### src/design/rld_pkg.sv
// ----------------------------------------------------------------------------
// rld_pkg
// Shared types and constants for the run-length decoder.
// ----------------------------------------------------------------------------
`default_nettype none

package rld_pkg;

    localparam int RLD_SIZE_BITS  = 24;   // default width of the declared size
    localparam int RLD_TOTAL_W    = 24;   // width of the total_size field
    localparam int RLD_FIFO_DEPTH = 4;    // result queue entries
    localparam int RLD_FIFO_AW    = 2;    // result queue pointer width
    localparam int RLD_FIFO_CW    = 3;    // result queue fill count width
    localparam int RLD_IN_DW      = 8;    // input tdata width
    localparam int RLD_OUT_DW     = 48;   // output tdata width (42 bits used)

    localparam logic [1:0] ERR_OK         = 2'd0;
    localparam logic [1:0] ERR_HDR_SHORT  = 2'd1;
    localparam logic [1:0] ERR_SRC_SHORT  = 2'd2;
    localparam logic [1:0] ERR_TOO_LARGE  = 2'd3;

    localparam logic [7:0] RUN_MIN        = 8'd3;
    localparam logic [7:0] LIT_MIN        = 8'd1;
    localparam logic [7:0] REP_MAX        = 8'd130;

    typedef logic [RLD_TOTAL_W-1:0] t_total;

    typedef struct packed {
        logic       last;
        t_total     total_size;
        logic [1:0] error_code;
        logic [7:0] repeat_count;
        logic [7:0] out_byte;
    } t_item;

    // results of one processed input word, item0 first
    typedef struct packed {
        logic [1:0] cnt;
        t_item      item1;
        t_item      item0;
    } t_push;

endpackage

`default_nettype wire

### src/design/run_length_decoder_unit.sv
// Path: an accepted input word is held in the input register, then decoded
//   into the result queue. Throughput: one input word per cycle while the
//   queue has room for two results; a word that ends a stream with data
//   pending gives two results, which leave the queue one at a time.
// Reset: synchronous, active low; clears decoder state and empties the queue.
// ----------------------------------------------------------------------------
// run_length_decoder_unit
// Run-length decompressor: 4-byte header with 24-bit size, run and literal
// tokens, error reporting on short or oversized streams.
// ----------------------------------------------------------------------------
`default_nettype none

module run_length_decoder_unit #(
    parameter int SIZE_BITS = rld_pkg::RLD_SIZE_BITS
) (
    input  wire logic                           i_clk,
    input  wire logic                           i_rst_n,
    input  wire logic                           s_axis_tvalid,
    output logic                                s_axis_tready,
    input  wire logic [rld_pkg::RLD_IN_DW-1:0]  s_axis_tdata,  // [7:0] src_byte
    input  wire logic                           s_axis_tlast,  // src_last
    output logic                                m_axis_tvalid,
    input  wire logic                           m_axis_tready,
    // [7:0] out_byte, [15:8] repeat_count, [17:16] error_code,
    // [41:18] total_size, [47:42] zero
    output logic [rld_pkg::RLD_OUT_DW-1:0]      m_axis_tdata,
    output logic                                m_axis_tlast   // last
);
    import rld_pkg::*;

    logic                   r_in_valid;
    logic [7:0]             r_in_byte;
    logic                   r_in_last;
    logic                   w_take;
    t_push                  w_push;
    t_item                  w_out;
    logic [RLD_FIFO_CW-1:0] w_fifo_count;

    // decode only with room for two results
    assign w_take        = r_in_valid &&
                           (w_fifo_count <= RLD_FIFO_CW'(RLD_FIFO_DEPTH - 2));
    assign s_axis_tready = !r_in_valid || w_take;

    always_ff @(posedge i_clk) begin
        if (!i_rst_n) begin
            r_in_valid <= 1'b0;
        end else if (s_axis_tvalid && s_axis_tready) begin
            r_in_valid <= 1'b1;
        end else if (w_take) begin
            r_in_valid <= 1'b0;
        end
    end

    always_ff @(posedge i_clk) begin
        if (s_axis_tvalid && s_axis_tready) begin
            r_in_byte <= s_axis_tdata[7:0];
            r_in_last <= s_axis_tlast;
        end
    end

    rld_decode #(
        .SIZE_BITS (SIZE_BITS)
    ) u_decode (
        .i_clk   (i_clk),
        .i_rst_n (i_rst_n),
        .i_take  (w_take),
        .i_byte  (r_in_byte),
        .i_last  (r_in_last),
        .o_push  (w_push)
    );

    rld_out_fifo u_fifo (
        .i_clk   (i_clk),
        .i_rst_n (i_rst_n),
        .i_push  (w_push),
        .o_item  (w_out),
        .o_valid (m_axis_tvalid),
        .i_ready (m_axis_tready),
        .o_count (w_fifo_count)
    );

    assign m_axis_tdata = {6'd0, w_out.total_size, w_out.error_code,
                           w_out.repeat_count, w_out.out_byte};
    assign m_axis_tlast = w_out.last;

    a_err_item: assert property (@(posedge i_clk) disable iff (!i_rst_n)
        (m_axis_tvalid && w_out.error_code != ERR_OK) |->
            (m_axis_tlast && w_out.repeat_count == 8'd0 && w_out.out_byte == 8'd0))
        else $error("error word carries data");

    a_rep_range: assert property (@(posedge i_clk) disable iff (!i_rst_n)
        (m_axis_tvalid && w_out.error_code == ERR_OK) |->
            (w_out.repeat_count == LIT_MIN ||
             (w_out.repeat_count >= RUN_MIN && w_out.repeat_count <= REP_MAX)))
        else $error("repeat count out of range");

    a_fifo_bound: assert property (@(posedge i_clk) disable iff (!i_rst_n)
        w_fifo_count <= RLD_FIFO_CW'(RLD_FIFO_DEPTH))
        else $error("result queue overflow");

    a_push_shows: assert property (@(posedge i_clk) disable iff (!i_rst_n)
        (w_push.cnt != 2'd0) |=> m_axis_tvalid)
        else $error("pushed result not presented");

endmodule

`default_nettype wire

### src/design/rld_decode.sv
// ----------------------------------------------------------------------------
// rld_decode
// Stream state and per-word decode: header, tokens, run data and literals.
// Produces up to two result items for the word held in the input register.
// ----------------------------------------------------------------------------
`default_nettype none

module rld_decode #(
    parameter int SIZE_BITS = rld_pkg::RLD_SIZE_BITS
) (
    input  wire logic          i_clk,
    input  wire logic          i_rst_n,
    input  wire logic          i_take,
    input  wire logic [7:0]    i_byte,
    input  wire logic          i_last,
    output rld_pkg::t_push     o_push
);
    import rld_pkg::*;

    localparam int PW = SIZE_BITS + 1;

    localparam logic [2:0] PH_HEADER  = 3'd0;
    localparam logic [2:0] PH_TOKEN   = 3'd1;
    localparam logic [2:0] PH_RUNDATA = 3'd2;
    localparam logic [2:0] PH_LITERAL = 3'd3;
    localparam logic [2:0] PH_DONE    = 3'd4;

    logic [2:0]           r_phase,    n_phase;
    logic [1:0]           r_hdr_cnt,  n_hdr_cnt;
    logic [SIZE_BITS-1:0] r_size,     n_size;
    logic [SIZE_BITS-1:0] r_prod,     n_prod;
    logic [7:0]           r_lit_left, n_lit_left;
    logic [7:0]           r_run_len,  n_run_len;

    logic [RLD_TOTAL_W-1:0] w_hdr_bits;
    logic [SIZE_BITS-1:0]   w_size_upd;
    logic [7:0]             w_len;
    logic                   w_too_large;
    logic                   d_valid;
    t_item                  d_item;
    logic                   f_valid;
    t_item                  f_item;

    // header bytes 1..3 land at bit 0, 8, 16
    assign w_hdr_bits = RLD_TOTAL_W'({16'd0, i_byte} << {r_hdr_cnt - 2'd1, 3'b000});
    assign w_size_upd = (r_phase == PH_HEADER && r_hdr_cnt != 2'd0)
                      ? (r_size | SIZE_BITS'(w_hdr_bits)) : r_size;

    assign w_len       = {1'b0, i_byte[6:0]} + (i_byte[7] ? RUN_MIN : LIT_MIN);
    assign w_too_large = (PW'(r_prod) + PW'(w_len)) > PW'(r_size);

    always_comb begin
        n_phase    = r_phase;
        n_hdr_cnt  = r_hdr_cnt;
        n_size     = w_size_upd;
        n_prod     = r_prod;
        n_lit_left = r_lit_left;
        n_run_len  = r_run_len;
        d_valid    = 1'b0;
        d_item     = '0;
        f_valid    = 1'b0;
        f_item     = '0;

        d_item.total_size = t_total'(w_size_upd);
        f_item.total_size = t_total'(w_size_upd);
        f_item.last       = 1'b1;

        case (r_phase)
            PH_HEADER: begin
                if (r_hdr_cnt == 2'd3) begin
                    n_hdr_cnt = 2'd0;
                    n_phase   = PH_TOKEN;
                end else begin
                    n_hdr_cnt = r_hdr_cnt + 2'd1;
                end
            end
            PH_TOKEN: begin
                if (w_too_large) begin
                    d_valid           = 1'b1;
                    d_item.error_code = ERR_TOO_LARGE;
                    d_item.last       = 1'b1;
                    n_phase           = PH_DONE;
                end else if (i_byte[7]) begin
                    n_run_len = w_len;
                    n_phase   = PH_RUNDATA;
                end else begin
                    n_lit_left = w_len;
                    n_phase    = PH_LITERAL;
                end
            end
            PH_RUNDATA: begin
                n_prod              = r_prod + SIZE_BITS'(r_run_len);
                d_valid             = 1'b1;
                d_item.out_byte     = i_byte;
                d_item.repeat_count = r_run_len;
                d_item.last         = (n_prod == r_size);
                n_phase             = d_item.last ? PH_DONE : PH_TOKEN;
            end
            PH_LITERAL: begin
                n_lit_left          = r_lit_left - 8'd1;
                n_prod              = r_prod + SIZE_BITS'(1);
                d_valid             = 1'b1;
                d_item.out_byte     = i_byte;
                d_item.repeat_count = LIT_MIN;
                d_item.last         = (n_prod == r_size);
                if (d_item.last) begin
                    n_phase = PH_DONE;
                end else if (n_lit_left == 8'd0) begin
                    n_phase = PH_TOKEN;
                end
            end
            default: begin
            end
        endcase

        // end of source: report a short stream, then start over
        if (i_last) begin
            if (n_phase == PH_HEADER) begin
                f_valid           = 1'b1;
                f_item.error_code = ERR_HDR_SHORT;
            end else if (n_phase != PH_DONE) begin
                f_valid           = 1'b1;
                f_item.error_code = ERR_SRC_SHORT;
            end
            n_phase    = PH_HEADER;
            n_hdr_cnt  = 2'd0;
            n_size     = '0;
            n_prod     = '0;
            n_lit_left = 8'd0;
            n_run_len  = 8'd0;
        end

        o_push       = '0;
        o_push.item0 = d_valid ? d_item : f_item;
        o_push.item1 = f_item;
        if (i_take) begin
            o_push.cnt = {1'b0, d_valid} + {1'b0, f_valid};
        end
    end

    always_ff @(posedge i_clk) begin
        if (!i_rst_n) begin
            r_phase    <= PH_HEADER;
            r_hdr_cnt  <= 2'd0;
            r_size     <= '0;
            r_prod     <= '0;
            r_lit_left <= 8'd0;
            r_run_len  <= 8'd0;
        end else if (i_take) begin
            r_phase    <= n_phase;
            r_hdr_cnt  <= n_hdr_cnt;
            r_size     <= n_size;
            r_prod     <= n_prod;
            r_lit_left <= n_lit_left;
            r_run_len  <= n_run_len;
        end
    end

endmodule

`default_nettype wire

### src/design/rld_out_fifo.sv
// ----------------------------------------------------------------------------
// rld_out_fifo
// Small result queue: takes up to two items per cycle, hands out one.
// ----------------------------------------------------------------------------
`default_nettype none

module rld_out_fifo (
    input  wire logic                          i_clk,
    input  wire logic                          i_rst_n,
    input  wire rld_pkg::t_push                i_push,
    output rld_pkg::t_item                     o_item,
    output logic                               o_valid,
    input  wire logic                          i_ready,
    output logic [rld_pkg::RLD_FIFO_CW-1:0]    o_count
);
    import rld_pkg::*;

    t_item                  r_mem [RLD_FIFO_DEPTH];
    logic [RLD_FIFO_AW-1:0] r_wptr, n_wptr;
    logic [RLD_FIFO_AW-1:0] r_rptr, n_rptr;
    logic [RLD_FIFO_CW-1:0] r_count, n_count;
    logic                   w_pop;

    assign o_valid = (r_count != '0);
    assign o_item  = r_mem[r_rptr];
    assign o_count = r_count;
    assign w_pop   = o_valid && i_ready;

    always_comb begin
        n_wptr  = r_wptr + RLD_FIFO_AW'(i_push.cnt);
        n_rptr  = r_rptr + RLD_FIFO_AW'(w_pop);
        n_count = r_count + RLD_FIFO_CW'(i_push.cnt) - RLD_FIFO_CW'(w_pop);
    end

    always_ff @(posedge i_clk) begin
        if (i_push.cnt != 2'd0) begin
            r_mem[r_wptr] <= i_push.item0;
        end
        if (i_push.cnt == 2'd2) begin
            r_mem[r_wptr + RLD_FIFO_AW'(1)] <= i_push.item1;
        end
    end

    always_ff @(posedge i_clk) begin
        if (!i_rst_n) begin
            r_wptr  <= '0;
            r_rptr  <= '0;
            r_count <= '0;
        end else begin
            r_wptr  <= n_wptr;
            r_rptr  <= n_rptr;
            r_count <= n_count;
        end
    end

endmodule

`default_nettype wire

### config.mk
export PLATFORM = sky130hd
export DESIGN_NAME = run_length_decoder_unit
export DESIGN_NICKNAME = d
export VERILOG_FILES = /design/src/design/rld_pkg.sv /design/src/design/run_length_decoder_unit.sv /design/src/design/rld_decode.sv /design/src/design/rld_out_fifo.sv
export SDC_FILE = /design/constraint.sdc
export NUM_CORES = 1
export LEC_CHECK = 0
export BUFFER_PORTS_ARGS = -buffer_cell sky130_fd_sc_hd__buf_2
export CAP_MARGIN = 20
export CORE_MARGIN = 2
export CORE_UTILIZATION = 30
export CTS_CLUSTER_DIAMETER = 80
export DETAILED_ROUTE_END_ITERATION = 12
export REMOVE_ABC_BUFFERS = 1
export SYNTH_ARGS = -nofsm -noshare
export SYNTH_HDL_FRONTEND = slang
export SYNTH_HIERARCHICAL = 1
export SYNTH_SLANG_ARGS = --single-unit
### constraint.sdc
create_clock -name i_clk -period 14.5 [get_ports i_clk]
set_clock_uncertainty 0.05 [all_clocks]
set_input_delay 1.45 -clock i_clk [delete_from_list [all_inputs] [get_ports i_clk]]
set_output_delay 1.45 -clock i_clk [all_outputs]
set_load 0.05 [all_outputs]
==> results.sh, run 1 <==
export IMPL_run_status="finished clean"
export IMPL_hpwl_mm=31.1
export IMPL_worst_setup_path_startpoint="r_in_byte[0]"
export IMPL_dp_cells=2133
export IMPL_core_area_sq_um=53900
export IMPL_report_final_setup_viol=0
export IMPL_area_growth_pct=9.76
export IMPL_required_ps=14640
export IMPL_combinationalPowerShare_pct=21.8
export IMPL_first_global_vias=11200
export IMPL_final_instance_count_excl_fill=2192
export IMPL_detailedRoute_firstIterationViolations=964
export IMPL_final_nets=1540
export IMPL_finalSetupTns_ps=0
export IMPL_synth_mux_area_fraction_pct=18.7
export IMPL_final_core_util_pct=33.3
export IMPL_yosys_cell_types_count=87
export IMPL_clock_sinks=258
export IMPL_dr_total_vias=11400
export IMPL_synth_top_family_by_area="multiplexers"
export IMPL_cts_buffer_depth=3
export IMPL_die_width_um=238
export IMPL_synth_avg_cell_area_sq_um=11.1
export IMPL_worst_ir_drop_vdd_uv=90.3
export IMPL_synth_edf_count=181
export IMPL_grt_antenna_before_repair=0
export IMPL_die_height_um=238
export IMPL_ctsHtreeMaxLevel=1
export IMPL_synth_xor_xnor_area_share_pct=5.27
export IMPL_reg2reg_depth=29
export IMPL_post_synth_top_area_cell="sky130_fd_sc_hd__edfxtp_1"
export IMPL_grt_setup_unrepaired="no"
export IMPL_final_min_period_over_clock_period_pct=58.1
export IMPL_netlist_top_cells_area="sky130_fd_sc_hd__edfxtp_1, sky130_fd_sc_hd__mux2_2, sky130_fd_sc_hd__dfxtp_1, sky130_fd_sc_hd__mux4_2, sky130_fd_sc_hd__ha_1"
export IMPL_design_die_area_sq_um=56500
export IMPL_cts_tree="built"
export IMPL_slew_limit_headroom_pct=27.8
export IMPL_critical_path_startpoint_category="register"
export IMPL_place_congestion=0.914
export IMPL_cts_repair_resize_count=0
export IMPL_seq_pwr_share_pct=40.9
export IMPL_initial_core_util_pct=30.4
export IMPL_drt_pass1_iter_count=5
export IMPL_synth_area_sq_um=16400
export IMPL_vias_per_cell=5.21
export IMPL_netsw_w=0.000615
export IMPL_clk_root_buffer_cell="sky130_fd_sc_hd__clkbuf_16"
export IMPL_postCtsSetupRepairBufs=0
export IMPL_clock_latency_ps=560
export IMPL_worst_path_dominant_cell_family="compound AO/OA/AOI/OAI gates"
export IMPL_synth_simple_gate_area_share_pct=13.8
export IMPL_synthAdderAreaFrac_pct=4.39
export IMPL_crit_path_top_delay_cell="sky130_fd_sc_hd__edfxtp_1"
export IMPL_avgRoutedWirePerCell_um=20.5
export IMPL_port_buffer_count=57
export IMPL_synth_top_flop_cell="sky130_fd_sc_hd__edfxtp_1"
export IMPL_power_switching_share_pct=30.7
export IMPL_cp_slowest_stage_delay_ps=520
export IMPL_internal_power_w=0.00139
export IMPL_critPathCaptureType="register"
export IMPL_critPathCapture="u_fifo/r_mem[2][35]"
export IMPL_synth_largest_type_area_fraction_pct=33.2
export IMPL_fmaxAchievable_mhz=119
export IMPL_post_route_min_period_ps=8420
export IMPL_antenna_left=0
export IMPL_global_route_wire_length_before_repair_mm=68.5
export IMPL_post_route_cells_drive_above_1_share_pct=25.1
export IMPL_timing_critical_path_fanout_max=44
export IMPL_r2r_start="r_in_byte[0]"
export IMPL_worst_slew_pin_slew_ps=1080
export IMPL_reg2reg_to="u_fifo/r_mem[2][35]"
export IMPL_yosysSeqAreaShare_pct=42.6
export IMPL_timing_max_transition_violations_final=0
export IMPL_dpl_worst_slack_ps=6120
export IMPL_total_of_max_cap_violations=0
export IMPL_rows=85
export IMPL_drcViolationCount=0
export IMPL_worst_path_stages=29
export IMPL_cp_arrival_ps=8560
export IMPL_cts_buffers_inserted=30
export IMPL_antenna_cells_inserted=0
export IMPL_wl_mm=44.9
export IMPL_total_power_w=0.00201
export IMPL_synth_compound_gate_area_share_pct=8.66
export IMPL_synth_cells=1474
export IMPL_p_per_area_nw_per_um2=112
export IMPL_critPathBufInv=2
export IMPL_final_cell_mix="sky130_fd_sc_hd__edfxtp_1, sky130_fd_sc_hd__mux2_2, sky130_fd_sc_hd__nand2_1"
export IMPL_floorplan_io_pins=64
export IMPL_timing_reg2reg_setup_slack_ps=6080
export IMPL_hold_path_class="reg -> reg"
export IMPL_synth_warning_count=6
export IMPL_postSynthRegisterBits=258
export IMPL_power_share_clock_pct=37.3
export IMPL_clk_pin_slew_worst_paths_ps=60
export IMPL_grt_use_total_pct=15.6
export IMPL_report_final_hold_viol_count=0
export IMPL_maximum_number_of_pins_on_one_net_before_global_route_repair=46
export IMPL_synth_async_sr_flop_share_pct=0
export IMPL_cts_hold_repair_buffers=0
export IMPL_critPathKind="reg -> reg"
export IMPL_gr_total_overflow=0
export IMPL_fin_ws_ps=6080
export IMPL_power_leakage_nw=6.66
export IMPL_layout_commonest_cell="sky130_fd_sc_hd__edfxtp_1"
sequential cells by signal, summed over array words and instances, names as in the netlist, 3 cells and up:
signal               flops
u_fifo/r_mem           172
u_decode/r_run_len       8
u_decode/r_phase         3
u_decode/r_size         24
u_decode/r_prod         24
r_in_byte                8
u_decode/r_lit_left      8
u_fifo/o_count           3
worst min path at each step:
stage / startpoint / to / slack, ps / cells after the start
after floorplan: u_decode/r_lit_left[5] / u_decode/r_lit_left[5] / 400 / 2
after global placement: u_decode/r_lit_left[5] / u_decode/r_lit_left[5] / 420 / 2
after detailed placement: u_decode/r_lit_left[5] / u_decode/r_lit_left[5] / 420 / 2
after CTS: u_decode/r_lit_left[5] / u_decode/r_lit_left[5] / 430 / 2
after global routing: u_decode/r_lit_left[5] / u_decode/r_lit_left[5] / 460 / 2
final: u_decode/r_lit_left[5] / u_decode/r_lit_left[5] / 430 / 2
per-layer routing:
metal	share of wire (%)	up-vias	track usage, %
met5	0	-	0
li1	-	5387	-
met2	46	298	25.0
met3	5.5	54	2.26
met4	2.1	0	4.27
met1	46	5682	21.9
kinds of logic after synthesis:
family	Yosys count
adder cells (fa/ha/maj)	55
other	3
AND/OR/NAND/NOR	440
XOR/XNOR	93
multiplexers	227
AO/OA/AOI/OAI	212
flip-flops	258
buffers and inverters	186
area by class of cell:
cell class | instances | area (sq um)
clock buffers | 46 | 872
clock inverters | 10 | 108
fillers | 5362 | 35900
inverters | 51 | 191
multi-input cells | 1050 | 8480
flip-flops and latches | 258 | 6980
well taps | 696 | 871
repair buffers | 81 | 470
cell usage after synthesis (6+ instances only):
cell type	n
sky130_fd_sc_hd__edfxtp_1	181
sky130_fd_sc_hd__mux2_2	163
sky130_fd_sc_hd__nand2_1	121
sky130_fd_sc_hd__nor2_1	118
sky130_fd_sc_hd__dfxtp_1	77
sky130_fd_sc_hd__xnor2_1	62
sky130_fd_sc_hd__buf_4	59
sky130_fd_sc_hd__ha_1	51
sky130_fd_sc_hd__a21oi_1	50
sky130_fd_sc_hd__inv_1	48
sky130_fd_sc_hd__o21ai_0	45
sky130_fd_sc_hd__mux4_2	43
sky130_fd_sc_hd__clkbuf_1	40
sky130_fd_sc_hd__and2_1	27
sky130_fd_sc_hd__xor2_1	27
sky130_fd_sc_hd__nor3_1	25
sky130_fd_sc_hd__nor3b_1	24
sky130_fd_sc_hd__nand4_1	22
sky130_fd_sc_hd__nand3_1	19
sky130_fd_sc_hd__buf_2	18
sky130_fd_sc_hd__buf_6	15
sky130_fd_sc_hd__a22oi_1	13
sky130_fd_sc_hd__nor2b_1	12
sky130_fd_sc_hd__o21a_1	12
sky130_fd_sc_hd__a211oi_1	11
sky130_fd_sc_hd__a31oi_1	11
sky130_fd_sc_hd__mux2i_1	11
sky130_fd_sc_hd__nor4_1	11
sky130_fd_sc_hd__o211ai_1	11
sky130_fd_sc_hd__mux2_4	10
sky130_fd_sc_hd__a311oi_1	8
sky130_fd_sc_hd__and3_1	8
sky130_fd_sc_hd__or3_1	8
sky130_fd_sc_hd__nand2b_1	6
power by group through the flow:
| stage | sequential (W) | combinational (W) | clock (W) |
|---|---|---|---|
| 2_1_floorplan | 0.000851 | 0.000321 | 0 |
| 3_3_place_gp | 0.000836 | 0.000440 | 0 |
| 3_5_place_dp | 0.000837 | 0.000443 | 0 |
| 4_1_cts | 0.000821 | 0.000445 | 0.000767 |
| 5_1_grt | 0.000824 | 0.000466 | 0.000793 |
| 6_report | 0.000821 | 0.000437 | 0.000749 |
metrics by stage:
step | cell area, sq um | hold slack, ps
after floorplan | 15600 | 401
after global placement | 17000 | 418
after detailed placement | 17000 | 421
after CTS | 17900 | 429
after global routing | 18000 | 461
final | 18000 | 426
worst register-to-register path: cells and delay by family, from the launching register on:
family	cells	cell delay, ps
AOI/OAI and AO/OA	11	2250
muxes	1	300
adders and majority gates	4	1440
xor gates and xnor gates	2	460
DFF	1	520
buffers and inverters	2	1030
and+or+nand+nor	9	1930
No activity file was read; power rests on OpenSTA's default activity.
==> run 2, diff against run 1 <==
Clock period 14.5 ns to 8.5 ns, I/O delays scaled along.
==> run 2 against run 1 <==
  * Register-to-register slack got worse by 5600 ps
  * Combinational power increased by 72%
  * Hold slack got worse by 18 ps
  * Non-clock buffer count increased by 3
  * Core utilization increased by 0.13 points
  * Final area increased by 0.39%
  * Global-route usage about the same
  * Clock power increased by 63%
==> results.sh, run 2 (same netlist as run 1, synthesis figures left out) <==
export IMPL_cts_buffer_depth=3
export IMPL_finalSetupTns_ps=0
export IMPL_critPathCaptureType="register"
export IMPL_top_register="u_fifo/r_mem"
export IMPL_layout_commonest_cell="sky130_fd_sc_hd__edfxtp_1"
export IMPL_area_growth_pct=10.2
export IMPL_internal_power_w=0.00230
export IMPL_wl_mm=44.6
export IMPL_cp_slowest_stage_delay_ps=610
export IMPL_cp_arrival_ps=8260
export IMPL_post_route_min_period_ps=8000
export IMPL_postCtsSetupRepairBufs=0
export IMPL_worst_slew_pin_slew_ps=1050
export IMPL_design_die_area_sq_um=56500
export IMPL_report_final_hold_viol_count=0
export IMPL_fin_ws_ps=495
export IMPL_final_nets=1542
export IMPL_drcViolationCount=0
export IMPL_final_min_period_over_clock_period_pct=94.2
export IMPL_power_leakage_nw=6.67
export IMPL_fmaxAchievable_mhz=125
export IMPL_total_of_max_cap_violations=0
export IMPL_timing_critical_path_fanout_max=43
export IMPL_critPathKind="reg -> reg"
export IMPL_timing_max_transition_violations_final=0
export IMPL_cts_tree="built"
export IMPL_crit_path_top_delay_cell="sky130_fd_sc_hd__edfxtp_1"
export IMPL_place_congestion=0.938
export IMPL_critical_path_startpoint_category="register"
export IMPL_final_cell_mix="sky130_fd_sc_hd__edfxtp_1, sky130_fd_sc_hd__mux2_2, sky130_fd_sc_hd__nand2_1"
export IMPL_initial_core_util_pct=30.4
export IMPL_rows=85
export IMPL_largest_registers="u_fifo/r_mem: 172 flops, u_decode/r_prod: 24 flops, u_decode/r_size: 24 flops"
export IMPL_hpwl_mm=30.5
export IMPL_floorplan_io_pins=64
export IMPL_slew_limit_headroom_pct=29.3
export IMPL_cell_area_after_layout_sq_um=18000
export IMPL_power_switching_share_pct=31.8
export IMPL_hold_path_class="in -> reg"
export IMPL_seq_pwr_share_pct=41.5
export IMPL_antenna_left=0
export IMPL_worst_ir_drop_vdd_uv=152
export IMPL_avgRoutedWirePerCell_um=20.3
export IMPL_dr_total_vias=11400
export IMPL_grt_antenna_before_repair=0
export IMPL_netsw_w=0.00107
export IMPL_cts_hold_repair_buffers=0
export IMPL_core_area_sq_um=53900
export IMPL_fill_cells=5341
export IMPL_grt_use_total_pct=15.5
export IMPL_post_route_cells_drive_above_1_share_pct=25.7
export IMPL_maximum_number_of_pins_on_one_net_before_global_route_repair=46
export IMPL_cts_buffers_inserted=29
export IMPL_p_per_area_nw_per_um2=187
export IMPL_die_width_um=238
export IMPL_required_ps=8760
export IMPL_ctsHtreeMaxLevel=1
export IMPL_gr_total_overflow=0
export IMPL_run_status="finished clean"
export IMPL_cell_area_after_placement_sq_um=17100
export IMPL_first_global_vias=11500
export IMPL_vias_per_cell=5.19
export IMPL_detailedRoute_firstIterationViolations=965
export IMPL_report_final_setup_viol=0
export IMPL_dpl_worst_slack_ps=412
export IMPL_global_route_wire_length_before_repair_mm=68.3
export IMPL_clk_root_buffer_cell="sky130_fd_sc_hd__clkbuf_16"
export IMPL_grt_setup_unrepaired="no"
export IMPL_clock_latency_ps=570
export IMPL_port_buffer_count=57
export IMPL_combinationalPowerShare_pct=22.3
export IMPL_drt_pass1_iter_count=5
export IMPL_largest_register_ff_count=172
export IMPL_power_share_clock_pct=36.1
export IMPL_clock_sinks=258
export IMPL_clk_pin_slew_worst_paths_ps=60
export IMPL_die_height_um=238
==> run 2: changes by cell type in the layout (fill, tap and decap cells not counted), moves of 2 or more <==
cell and delta:
sky130_fd_sc_hd__buf_12 +8, sky130_fd_sc_hd__clkbuf_1 -8, sky130_fd_sc_hd__clkinv_2 +6, sky130_fd_sc_hd__buf_4 -4
sky130_fd_sc_hd__clkbuf_8 -4, sky130_fd_sc_hd__clkinvlp_4 +3, sky130_fd_sc_hd__clkbuf_16 -2
==> run 2: layer usage <==
| metal | up-vias | track usage (%) | wire length [um] |
|---|---|---|---|
| met5 | - | 0 | 0 |
| met4 | 0 | 5.74 | 1540 |
| met3 | 78 | 2.28 | 2470 |
| met2 | 306 | 25.4 | 20800 |
| met1 | 5625 | 20.9 | 19700 |
| li1 | 5385 | - | - |
==> run 2: worst max-delay path, delay by kind of cell (launching register included) <==
kind,cells,cell delay (ps)
flip-flops,1,610
AND/OR/NAND/NOR,9,2000
AO/OA/AOI/OAI,10,2070
buffers and inverters,1,280
multiplexers,2,680
adder cells (fa/ha/maj),4,1470
XOR/XNOR,2,520
==> run 2: power by group through the flow <==
| stage | combinational, W | clock (W) | sequential (W) |
|---|---|---|---|
| floorplan | 0.000548 | 0 | 0.00145 |
| global placement | 0.000758 | 0 | 0.00143 |
| detailed placement | 0.000762 | 0 | 0.00143 |
| CTS | 0.000764 | 0.00125 | 0.00140 |
| global route | 0.000803 | 0.00129 | 0.00140 |
| finish | 0.000752 | 0.00122 | 0.00140 |
==> run 2: stage by stage <==
stage,utilization [%],hold slack [ps],power (W),cells
after floorplan,-,401,0.00200,1359
after global placement,31.7,417,0.00218,2138
after detailed placement,31.8,427,0.00219,2139
after CTS,33.4,386,0.00341,2193
after global routing,33.5,395,0.00350,2193
final,33.5,409,0.00337,2194
==> run 2: timing repair <==
action	in CTS	in global routing
setup endpoints to repair	0	88
gates resized for setup	0	1
hold endpoints to repair	0	0
==> run 2: cell type report <==
type	count	area, sq um	share of cell area, %
Antenna cell	1	2.50	0.0139
Clock buffer	32	737	4.08
Clock inverter	22	178	0.985
Inverter	51	191	1.06
Multi-Input combinational cell	1050	8490	47.0
Sequential cell	258	6980	38.7
Tap cell	696	871	4.83
Timing Repair Buffer	84	596	3.30
==> run 2: final timing paths <==
path,slack (ps),from,cells after the start,endpoint
min reg2reg,430,u_decode/r_lit_left[5],2,u_decode/r_lit_left[5]
max,500,r_in_byte[0],28,u_fifo/r_mem[2][28]
max reg2reg,500,r_in_byte[0],28,u_fifo/r_mem[2][28]
min,410,s_axis_tdata[2],1,r_in_byte[2]
==> run 3, diff against run 2 <==
Settings changed: BUFFER_PORTS_ARGS -buffer_cell sky130_fd_sc_hd__buf_2 to -buffer_cell sky130_fd_sc_hd__clkbuf_2.
==> run 3 against run 2 <==
  * Flip-flop and latch count unchanged
  * Largest cell class unchanged
  * Power grew 3.9%
  * First-iteration DRC count increased by 13%
  * Setup slack worse by 36 ps
==> results.sh, run 3 (same netlist as run 1, synthesis figures left out) <==
export IMPL_postCtsSetupRepairBufs=0
export IMPL_timing_critical_path_fanout_max=43
export IMPL_gr_total_overflow=0
export IMPL_cts_hold_repair_buffers=0
export IMPL_report_final_setup_viol=0
export IMPL_die_height_um=238
export IMPL_largest_registers="u_fifo/r_mem: 172 flops, u_decode/r_prod: 24 flops, u_decode/r_size: 24 flops"
export IMPL_floorplan_io_pins=64
export IMPL_critical_path_startpoint_category="register"
export IMPL_rows=85
export IMPL_total_of_max_cap_violations=0
export IMPL_timing_max_transition_violations_final=0
export IMPL_clock_latency_ps=560
export IMPL_grt_setup_unrepaired="no"
export IMPL_cts_tree="built"
export IMPL_run_status="finished clean"
export IMPL_port_buffer_count=57
export IMPL_clock_sinks=258
export IMPL_cp_arrival_ps=8300
export IMPL_place_congestion=0.958
export IMPL_antenna_cells_inserted=0
export IMPL_worst_slew_pin_slew_ps=1100
export IMPL_fin_ws_ps=459
export IMPL_crit_path_top_delay_cell="sky130_fd_sc_hd__fa_1"
export IMPL_avgRoutedWirePerCell_um=20.3
export IMPL_global_route_wire_length_before_repair_mm=68.4
export IMPL_cts_buffer_depth=3
export IMPL_final_min_period_over_clock_period_pct=94.6
export IMPL_final_instance_count_excl_fill=2198
export IMPL_design_die_area_sq_um=56500
export IMPL_drcViolationCount=0
export IMPL_area_growth_pct=11.0
export IMPL_dpl_worst_slack_ps=542
export IMPL_critPathBufInv=1
export IMPL_grt_antenna_before_repair=0
export IMPL_met2RoutedLength_mm=20.9
export IMPL_vias_per_cell=5.19
export IMPL_drt_pass1_iter_count=5
export IMPL_layout_commonest_cell="sky130_fd_sc_hd__edfxtp_1"
export IMPL_cts_repair_resize_count=0
export IMPL_worst_ir_drop_vdd_uv=149
export IMPL_worst_path_dominant_cell_family="simple AND/OR/NAND/NOR gates"
export IMPL_ctsHtreeMaxLevel=1
export IMPL_core_area_sq_um=53900
export IMPL_final_nets=1546
export IMPL_dr_max_layer_used="met4"
export IMPL_cts_buffers_inserted=30
export IMPL_fmaxAchievable_mhz=124
export IMPL_antenna_left=0
export IMPL_hold_path_class="in -> reg"
export IMPL_wl_mm=44.7
export IMPL_total_power_w=0.00350
export IMPL_maximum_number_of_pins_on_one_net_before_global_route_repair=46
export IMPL_critPathKind="reg -> reg"
export IMPL_required_ps=8760
export IMPL_first_global_vias=11300
export IMPL_detailroute_wirelength_met3_mm=2.32
export IMPL_hpwl_mm=31.0
export IMPL_final_cell_mix="sky130_fd_sc_hd__edfxtp_1, sky130_fd_sc_hd__mux2_2, sky130_fd_sc_hd__nand2_1"
export IMPL_post_route_cells_drive_above_1_share_pct=25.6
export IMPL_slew_limit_headroom_pct=25.9
export IMPL_clk_root_buffer_cell="sky130_fd_sc_hd__clkbuf_16"
export IMPL_report_final_hold_viol_count=0
export IMPL_die_width_um=238
export IMPL_critPathCaptureType="register"
export IMPL_power_leakage_nw=6.75
export IMPL_grt_use_total_pct=15.6
export IMPL_detailedRoute_firstIterationViolations=1086
export IMPL_top_register="u_fifo/r_mem"
export IMPL_largest_register_ff_count=172
export IMPL_dp_cells=2142
export IMPL_p_per_area_nw_per_um2=193
export IMPL_timing_reg2reg_setup_slack_ps=460
export IMPL_dr_total_vias=11400
export IMPL_wl_met1_mm=20.2
export IMPL_post_route_min_period_ps=8040
export IMPL_clk_pin_slew_worst_paths_ps=60
export IMPL_initial_core_util_pct=30.4
export IMPL_cp_slowest_stage_delay_ps=530
==> run 3: metal layers <==
metal	vias up	GRT usage [%]
met5	-	0
met4	0	4.54
met3	76	1.80
met2	341	25.5
met1	5606	21.6
li1	5390	-
==> run 3: final timing paths <==
path,from,endpoint,cells after the start
setup / recovery,r_in_byte[0],u_fifo/r_mem[2][36],28
hold / removal,s_axis_tdata[6],r_in_byte[6],1
hold reg to reg,u_decode/r_lit_left[5],u_decode/r_lit_left[5],2
setup reg to reg,r_in_byte[0],u_fifo/r_mem[2][36],28
==> run 3: report_power, final <==
| group | switching [W] | internal, W |
|---|---|---|
| Combinational | 0.000506 | 0.000246 |
| Clock | 0.000533 | 0.000817 |
| Sequential | 0.0000372 | 0.00136 |
==> run 3: layout make-up <==
type | count | area (sq um)
well taps | 696 | 871
repair buffers | 87 | 623
clock inverters | 14 | 179
inverters | 51 | 191
fillers | 5318 | 35700
flip-flops and latches | 258 | 6980
clock buffers | 42 | 848
multi-input cells | 1050 | 8490
==> run 3: per-stage QoR <==
stage	cell area [sq um]	util (%)	TNS, ps	hold WS (ps)
2_1_floorplan	15600	-	-109760	401
3_3_place_gp	17200	31.8	0	414
5_1_grt	18200	33.7	0	399
4_1_cts	18200	33.7	0	395
6_report	18200	33.7	0	414
3_5_place_dp	17200	31.8	0	423
